==> src/rtl/sorted_priority_queue_core_defines.svh <==
// assertion macros for the sorted priority queue
`ifndef SORTED_PRIORITY_QUEUE_CORE_DEFINES_SVH
`define SORTED_PRIORITY_QUEUE_CORE_DEFINES_SVH

`ifndef NO_ASSERTIONS
// checked only out of reset
`define SPQ_ASSERT(lbl, prop, msg) \
  lbl: assert property (@(posedge clk) disable iff (!rst_n) prop) else $error(msg);
// checked on every edge, reset included
`define SPQ_ASSERT_ALWAYS(lbl, prop, msg) \
  lbl: assert property (@(posedge clk) prop) else $error(msg);
`else
`define SPQ_ASSERT(lbl, prop, msg)
`define SPQ_ASSERT_ALWAYS(lbl, prop, msg)
`endif

`endif

==> src/rtl/spq_pkg.sv <==
package spq_pkg;

  localparam int QUEUE_DEPTH    = 16;
  localparam int VALUE_WIDTH    = 32;
  localparam int PRIORITY_WIDTH = 16;
  localparam int COUNT_WIDTH    = $clog2(QUEUE_DEPTH + 1);

  localparam logic KIND_ENQ = 1'b0;
  localparam logic KIND_DEQ = 1'b1;

  localparam logic [1:0] ST_OK    = 2'd0;
  localparam logic [1:0] ST_EMPTY = 2'd1;
  localparam logic [1:0] ST_FULL  = 2'd2;

  typedef struct packed {
    logic                             kind;
    logic [VALUE_WIDTH-1:0]           item_value;
    logic signed [PRIORITY_WIDTH-1:0] item_priority;
  } spq_in_t;

  typedef struct packed {
    logic [VALUE_WIDTH-1:0] removed_value;
    logic [VALUE_WIDTH-1:0] head_value;
    logic [COUNT_WIDTH-1:0] entry_count;
    logic                   is_empty;
    logic [1:0]             status;
  } spq_out_t;

  typedef struct packed {
    logic [VALUE_WIDTH-1:0]           value;
    logic signed [PRIORITY_WIDTH-1:0] prio;
  } spq_entry_t;

  // operation broadcast to every cell
  typedef struct packed {
    logic       enq;
    logic       deq;
    spq_entry_t entry;
  } spq_op_t;

endpackage

==> src/rtl/spq_cell.sv <==
module spq_cell
  import spq_pkg::*;
(
  input  logic       clk,
  input  spq_op_t    op,
  input  logic       occupied,
  input  logic       left_keep,
  input  spq_entry_t left_entry,
  input  spq_entry_t right_entry,
  output logic       keep,
  output spq_entry_t entry_q,
  output spq_entry_t entry_nxt
);

  spq_entry_t entry_r;

  // held entry stays put when it sorts at or ahead of the new one
  assign keep = occupied && (entry_r.prio <= op.entry.prio);

  always_comb begin
    entry_nxt = entry_r;
    if (op.enq) begin
      if (!keep) begin
        entry_nxt = left_keep ? op.entry : left_entry;
      end
    end else if (op.deq) begin
      entry_nxt = right_entry;
    end
  end

  always_ff @(posedge clk) begin
    entry_r <= entry_nxt;
  end

  assign entry_q = entry_r;

endmodule

==> src/rtl/sorted_priority_queue_core.sv <==
// sorted priority queue, QUEUE_DEPTH entries kept in ascending signed priority
// input channel: in_valid / in_stall / in_data, one beat is one operation,
//   kind 0 enqueues (item_value, item_priority), kind 1 dequeues the head
// result channel: out_valid / out_stall / out_data, exactly one beat per
//   input beat, in order: removed value, head after the step, count, empty
//   flag and status (ok, dequeue on empty, enqueue on full dropped)
// the result beat is registered and shows in the cycle after its input beat is taken
// throughput: one beat per cycle while no result waits under out_stall; every cell
//   compares its priority with the new one in parallel and shifts toward its neighbor in the same cycle
// equal priorities keep arrival order: a held entry stays in place when its
//   priority is at or below the new one
// reset: entry count goes to zero, no result is pending; cell contents are
//   not cleared since cells at or beyond the count are never read
// stall: while a result beat waits under out_stall, in_stall is raised and
//   no new beat is taken; the waiting beat holds steady
module sorted_priority_queue_core
  import spq_pkg::*;
(
  input  logic     clk,
  input  logic     rst_n,
  input  logic     in_valid,
  output logic     in_stall,
  input  spq_in_t  in_data,
  output logic     out_valid,
  input  logic     out_stall,
  output spq_out_t out_data
);

`include "sorted_priority_queue_core_defines.svh"

  logic [COUNT_WIDTH-1:0] count_r, count_nxt;
  logic                   out_valid_r, out_valid_nxt;
  spq_out_t               out_data_r, out_data_nxt;

  logic       accept;
  logic       is_full, is_zero;
  logic       enq_ok, deq_ok;
  spq_op_t    op;

  logic       [QUEUE_DEPTH-1:0] keep;
  logic       [QUEUE_DEPTH-1:0] occupied;
  spq_entry_t                   entry_q   [QUEUE_DEPTH];
  spq_entry_t                   entry_nxt [QUEUE_DEPTH];

  // the output register is the only thing that can hold off the input
  assign in_stall = out_valid_r && out_stall;
  assign accept   = in_valid && !in_stall;

  assign is_full = (count_r == COUNT_WIDTH'(QUEUE_DEPTH));
  assign is_zero = (count_r == '0);
  assign enq_ok  = accept && (in_data.kind == KIND_ENQ) && !is_full;
  assign deq_ok  = accept && (in_data.kind == KIND_DEQ) && !is_zero;

  // rejected operations leave the cells untouched
  assign op.enq         = enq_ok;
  assign op.deq         = deq_ok;
  assign op.entry.value = in_data.item_value;
  assign op.entry.prio  = in_data.item_priority;

  // row of cells, cell 0 is the head
  for (genvar i = 0; i < QUEUE_DEPTH; i++) begin : g_cell
    assign occupied[i] = (count_r > COUNT_WIDTH'(i));

    if (i == 0) begin : g_head
      spq_cell u_cell (
        .clk        (clk),
        .op         (op),
        .occupied   (occupied[i]),
        .left_keep  (1'b1),
        .left_entry (op.entry),
        .right_entry(entry_q[i+1]),
        .keep       (keep[i]),
        .entry_q    (entry_q[i]),
        .entry_nxt  (entry_nxt[i])
      );
    end else if (i == QUEUE_DEPTH - 1) begin : g_tail
      // nothing beyond the tail; it refills with its own stale content
      spq_cell u_cell (
        .clk        (clk),
        .op         (op),
        .occupied   (occupied[i]),
        .left_keep  (keep[i-1]),
        .left_entry (entry_q[i-1]),
        .right_entry(entry_q[i]),
        .keep       (keep[i]),
        .entry_q    (entry_q[i]),
        .entry_nxt  (entry_nxt[i])
      );
    end else begin : g_mid
      spq_cell u_cell (
        .clk        (clk),
        .op         (op),
        .occupied   (occupied[i]),
        .left_keep  (keep[i-1]),
        .left_entry (entry_q[i-1]),
        .right_entry(entry_q[i+1]),
        .keep       (keep[i]),
        .entry_q    (entry_q[i]),
        .entry_nxt  (entry_nxt[i])
      );
    end
  end

  always_comb begin
    count_nxt = count_r;
    if (enq_ok) begin
      count_nxt = count_r + COUNT_WIDTH'(1);
    end else if (deq_ok) begin
      count_nxt = count_r - COUNT_WIDTH'(1);
    end
  end

  // result beat: removed value from the head cell before the step, head value and count after it
  always_comb begin
    out_data_nxt.removed_value = deq_ok ? entry_q[0].value : '0;
    out_data_nxt.head_value    = (count_nxt != '0) ? entry_nxt[0].value : '0;
    out_data_nxt.entry_count   = count_nxt;
    out_data_nxt.is_empty      = (count_nxt == '0);
    out_data_nxt.status        = ST_OK;
    if (in_data.kind == KIND_DEQ && is_zero) begin
      out_data_nxt.status = ST_EMPTY;
    end else if (in_data.kind == KIND_ENQ && is_full) begin
      out_data_nxt.status = ST_FULL;
    end
  end

  always_comb begin
    out_valid_nxt = out_valid_r;
    if (accept) begin
      out_valid_nxt = 1'b1;
    end else if (!out_stall) begin
      out_valid_nxt = 1'b0;
    end
  end

  always_ff @(posedge clk) begin
    if (!rst_n) begin
      count_r     <= '0;
      out_valid_r <= 1'b0;
    end else begin
      count_r     <= count_nxt;
      out_valid_r <= out_valid_nxt;
    end
  end

  always_ff @(posedge clk) begin
    if (accept) begin
      out_data_r <= out_data_nxt;
    end
  end

  assign out_valid = out_valid_r;
  assign out_data  = out_data_r;

  // count never runs past the number of cells, reset edges excused
  `SPQ_ASSERT_ALWAYS(a_count_bound, !rst_n || (count_r <= COUNT_WIDTH'(QUEUE_DEPTH)), "count over depth")
  // entry count only moves on an accepted beat
  `SPQ_ASSERT(a_count_hold, !accept |=> $stable(count_r), "count moved without a beat")
  // an enqueue is carried out only while the queue is not full
  `SPQ_ASSERT(a_full_drop, enq_ok |-> !is_full, "enqueue into full queue")
  // the reported count always matches the queue after the step
  `SPQ_ASSERT(a_count_report, accept |=> out_data.entry_count == count_r, "count mismatch")

endmodule

==> config.mk <==
export PLATFORM = sky130hd
export DESIGN_NAME = sorted_priority_queue_core
export DESIGN_NICKNAME = d
export VERILOG_FILES = /design/src/rtl/spq_pkg.sv /design/src/rtl/spq_cell.sv /design/src/rtl/sorted_priority_queue_core.sv
export VERILOG_INCLUDE_DIRS = /design/src /design/src/rtl
export SDC_FILE = /design/constraint.sdc
export NUM_CORES = 2
export LEC_CHECK = 0
export BUFFER_PORTS_ARGS = -buffer_cell sky130_fd_sc_hd__buf_4
export CORE_ASPECT_RATIO = 0.7
export CORE_UTILIZATION = 35
export DETAILED_ROUTE_END_ITERATION = 8
export GPL_ROUTABILITY_DRIVEN = 0
export PLACE_DENSITY = 0.6
export SLEW_MARGIN = 10
export SYNTH_ARGS = -nofsm -noshare
export SYNTH_HDL_FRONTEND = slang
export SYNTH_SLANG_ARGS = --single-unit
export TNS_END_PERCENT = 20
==> constraint.sdc <==
create_clock -name clk -period 6.8 [get_ports clk]
set_input_delay 0 -clock clk [delete_from_list [all_inputs] [get_ports clk]]
set_output_delay 0 -clock clk [all_outputs]
set_load 0.02 [all_outputs]
==> run_results.csv <==
group,metric,value,unit
sta,setup-violations-final,0,
power,leakagePower,21.1,nW
sta,fmax,0.230,GHz
logic_synthesis,yosys.area.top_type,"edfxtp_1",
setup_path,cpMostUsedCell,"buf_4",
setup_path,worstPathRequired,7.24,ns
floorplan,io_pins,127,
clocking,cts.clk_slew.worst_paths,0.06,ns
logic_synthesis,ys_ff_latch,846,
floorplan,die_w,459,um
clocking,clockRootBuffer,"clkbuf_16",
setup_path,worst_ep_arrival_time,4.78,ns
routing,vias_per_cell,6.15,
power,comb_power_share,22.2,%
power,peakVddDrop,0.206,mV
power,switchingPower,5.31,mW
clocking,cts_max_level,3,
power,p_int,10.7,mW
min_path,hold_path.class,"in2reg",
place,port_buffers,126,
global_route,gr-usage-all-layers,23.0,%
setup_path,crit_path_cell_trace,"dlygate4sd3_1, buf_4, inv_1, ha_1, nor2b_1, o211a_1, o21ai_0, nand4_1, nand2_2, buf_4, mux2i_1, a21oi_1",
sta,grt_setup_unrepaired,"false",
logic_synthesis,synth_top_area_share,47.4,%
routing,wl,176,mm
floorplan,dieArea,148000,um2
finish,final_common_cell,"edfxtp_1",
logic_synthesis,ys.flop_type,"edfxtp_1",
logic_synthesis,synth_edf_count,808,
logic_synthesis,ys_async_sr_fraction,0,%
global_route,antenna_found_initial,3,
floorplan,die_height,322,um
setup_path,slowest_delay,0.76,ns
logic_synthesis,synth_area_leaders,"edfxtp_1 47%, ha_1 6.4%, a21oi_1 5.8%",
routing,routed-via-count,43811,
sta,fin_skew,0.0397,ns
clocking,cts_setup_buffers,0,
setup_path,cp_max_fo,48,
finish,num-nets-final,5415,
global_route,grt_overflow_total,0,
logic_synthesis,synth_seq_area_share,48.9,%
routing,drt_first_pass_iters,7,
power,finalPower,16.0,mW
setup_path,critPathKind,"in2reg",
power,power_density,280,nW/um2
power,clockPowerShare,32.9,%
sta,period_share,63.9,%
logic_synthesis,syn-num-nets,5588,
clocking,numCtsBuffers,92,
setup_path,start_kind,"input port",
global_route,grt_max_degree,136,
sta,relSlewSlack,15.9,%
logic_synthesis,yosysWarnings,0,
min_path,holdPathStages,3,
global_route,grt_pass1_wl,263,mm
power,p_sw_share,33.2,%
finish,mostFrequentLayoutCells,"808 x edfxtp_1, 591 x a21oi_1, 565 x nor2_1",
clocking,cts_tree,"yes",
global_route,first_global_vias,40462,
finish,syn_to_final_growth,11.6,%
routing,wl_per_cell,24.7,um
logic_synthesis,syn_inst,5274,
routing,ant_nets,0,
power,pwr-share-seq,44.8,%
place,place_ws,2.50,ns
sta,setup_tns,0,ns
sta,tightest_slew,1.26,ns
floorplan,start_util,35.5,%
logic_synthesis,yosysUniqueCellTypes,81,
sta,finalMaxSlewViolations,0,
routing,drc,0,
run_status,outcome,"finished, final reports clean",
logic_synthesis,syn_area,51100,um2
clocking,clock_latency,0.75,ns
place,hpwl,116,mm
sta,worst_slack,2.46,ns
setup_path,ff2ff_path_depth,10,
finish,num-fill-cells,14133,
sta,hold_violations,0,
clocking,cts_buffer_depth,3,
setup_path,cpMaxStageDelayCell,"inv_1",
setup_path,worstSetupEndpointType,"register",
floorplan,core_area,144000,um2
sta,period_minus_slack,4.34,ns
floorplan,num_rows,116,
run,cap_viol_max_count,0,
finish,drive_above_1_share,10.9,%
logic_synthesis,syn-mean-instance-area,9.70,um2
routing,drt_iter0_drc,6063,
clocking,clock_sinks,846,
-- cells by family (layout without fill, tap and decap cells) --
| family | count (synthesis) | count (layout) | synth area share (%) |
|---|---|---|---|
| and+or+nand+nor | 1593 | 1593 | 14.1 |
| buffers and inverters | 606 | 512 | 4.88 |
| DFF | 846 | 846 | 48.9 |
| xor gates and xnor gates | 3 | 3 | 0.0514 |
| AOI/OAI and AO/OA | 1781 | 1781 | 21.9 |
| muxes | 184 | 184 | 3.73 |
| other | 0 | 1 | 0 |
| adders and majority gates | 261 | 261 | 6.39 |
-- routing by layer --
layer / track usage [%] / up-vias / share of wire (%)
met4: 4.50 / 0 / 1.7
met5: 0 / - / 0
met1: 36.5 / 21243 / 46
met3: 7.07 / 229 / 14
met2: 29.5 / 2733 / 38
li1: - / 19606 / -
-- flip-flops by register name (all words and copies together) (netlist names) --
signal	count
count_r	5
out_data	72
g_cell.g_tail.u_cell.entry_q	48
g_cell.g_head.u_cell.entry_q	48
out_valid	1
g_cell.g_mid.u_cell.entry_q	672
-- synth_stat cells, types with 31 or more instances --
cell type and count:
a31oi_1 246, clkbuf_1 414, o31ai_1 74, and3_1 38
o22a_1 49, nand3_1 132, nor3_1 125, o211ai_1 114
nand2_1 437, inv_1 52, nor2_1 567, ha_1 261
a21o_1 53, mux2i_1 132, dfxtp_1 38, a21oi_2 31
nand4_1 154, a211oi_1 69, o221a_2 49, a21boi_0 49
buf_1 36, buf_2 77, mux2_2 52, edfxtp_1 808
o21ai_0 333, a21oi_1 591, and2_1 37
-- stage by stage --
step / utilization (%) / cells / cell area (um2) / hold slack [ns]
after floorplan: - / 5274 / 51100 / 0.118
after global placement: 37.1 / 6900 / 53500 / 0.221
after detailed placement: 37.1 / 6900 / 53500 / 0.223
after CTS: 39.6 / 7127 / 57100 / 0.0600
after global routing: 39.6 / 7128 / 57100 / 0.0979
final: 39.6 / 7128 / 57100 / 0.0967
-- what timing repair did --
action                                  4_1_cts  5_1_grt
endpoints found under the setup margin        0        0
endpoints found under the hold margin       808        0
hold buffers                                 54        0
resized for setup                             0        0
-- final cells by class --
cell class	count	area (um2)	area share, %
diodes	1	2.50	0.00438
flip-flops and latches	846	25000	43.8
well taps	1947	2440	4.27
multi-input cells	3822	24000	42.1
repair buffers	284	2350	4.13
clock buffers	112	2400	4.20
inverters	55	208	0.364
clock inverters	61	649	1.14
-- power groups by stage --
stage / Sequential, mW / Clock, mW / Combinational, mW
floorplan: 7.07 / 0 / 2.34
detailed placement: 7.25 / 0 / 3.45
CTS: 7.14 / 5.32 / 3.49
global placement: 7.25 / 0 / 3.37
global route: 7.22 / 5.51 / 3.87
finish: 7.17 / 5.27 / 3.56
-- path summary, 6_finish.rpt --
kind	start	endpoint	slack, ns
setup / recovery	in_data[1]	g_cell[11].g_mid.u_cell.entry_q[22]	2.46
setup reg to reg	count_r[1]	g_cell[13].g_mid.u_cell.entry_q[42]	2.64
hold / removal	rst_n	count_r[4]	0.1
hold reg to reg	g_cell[3].g_mid.u_cell.entry_q[35]	g_cell[2].g_mid.u_cell.entry_q[35]	0.55
-- critical path, delay by kind of cell --
| family | cells | cell delay (ns) |
|---|---|---|
| buffers and inverters | 4 | 2.31 |
| and+or+nand+nor | 3 | 1.09 |
| AOI/OAI and AO/OA | 3 | 0.60 |
| adders and majority gates | 1 | 0.39 |
| muxes | 1 | 0.33 |
Power figures use the tool's default switching activity.
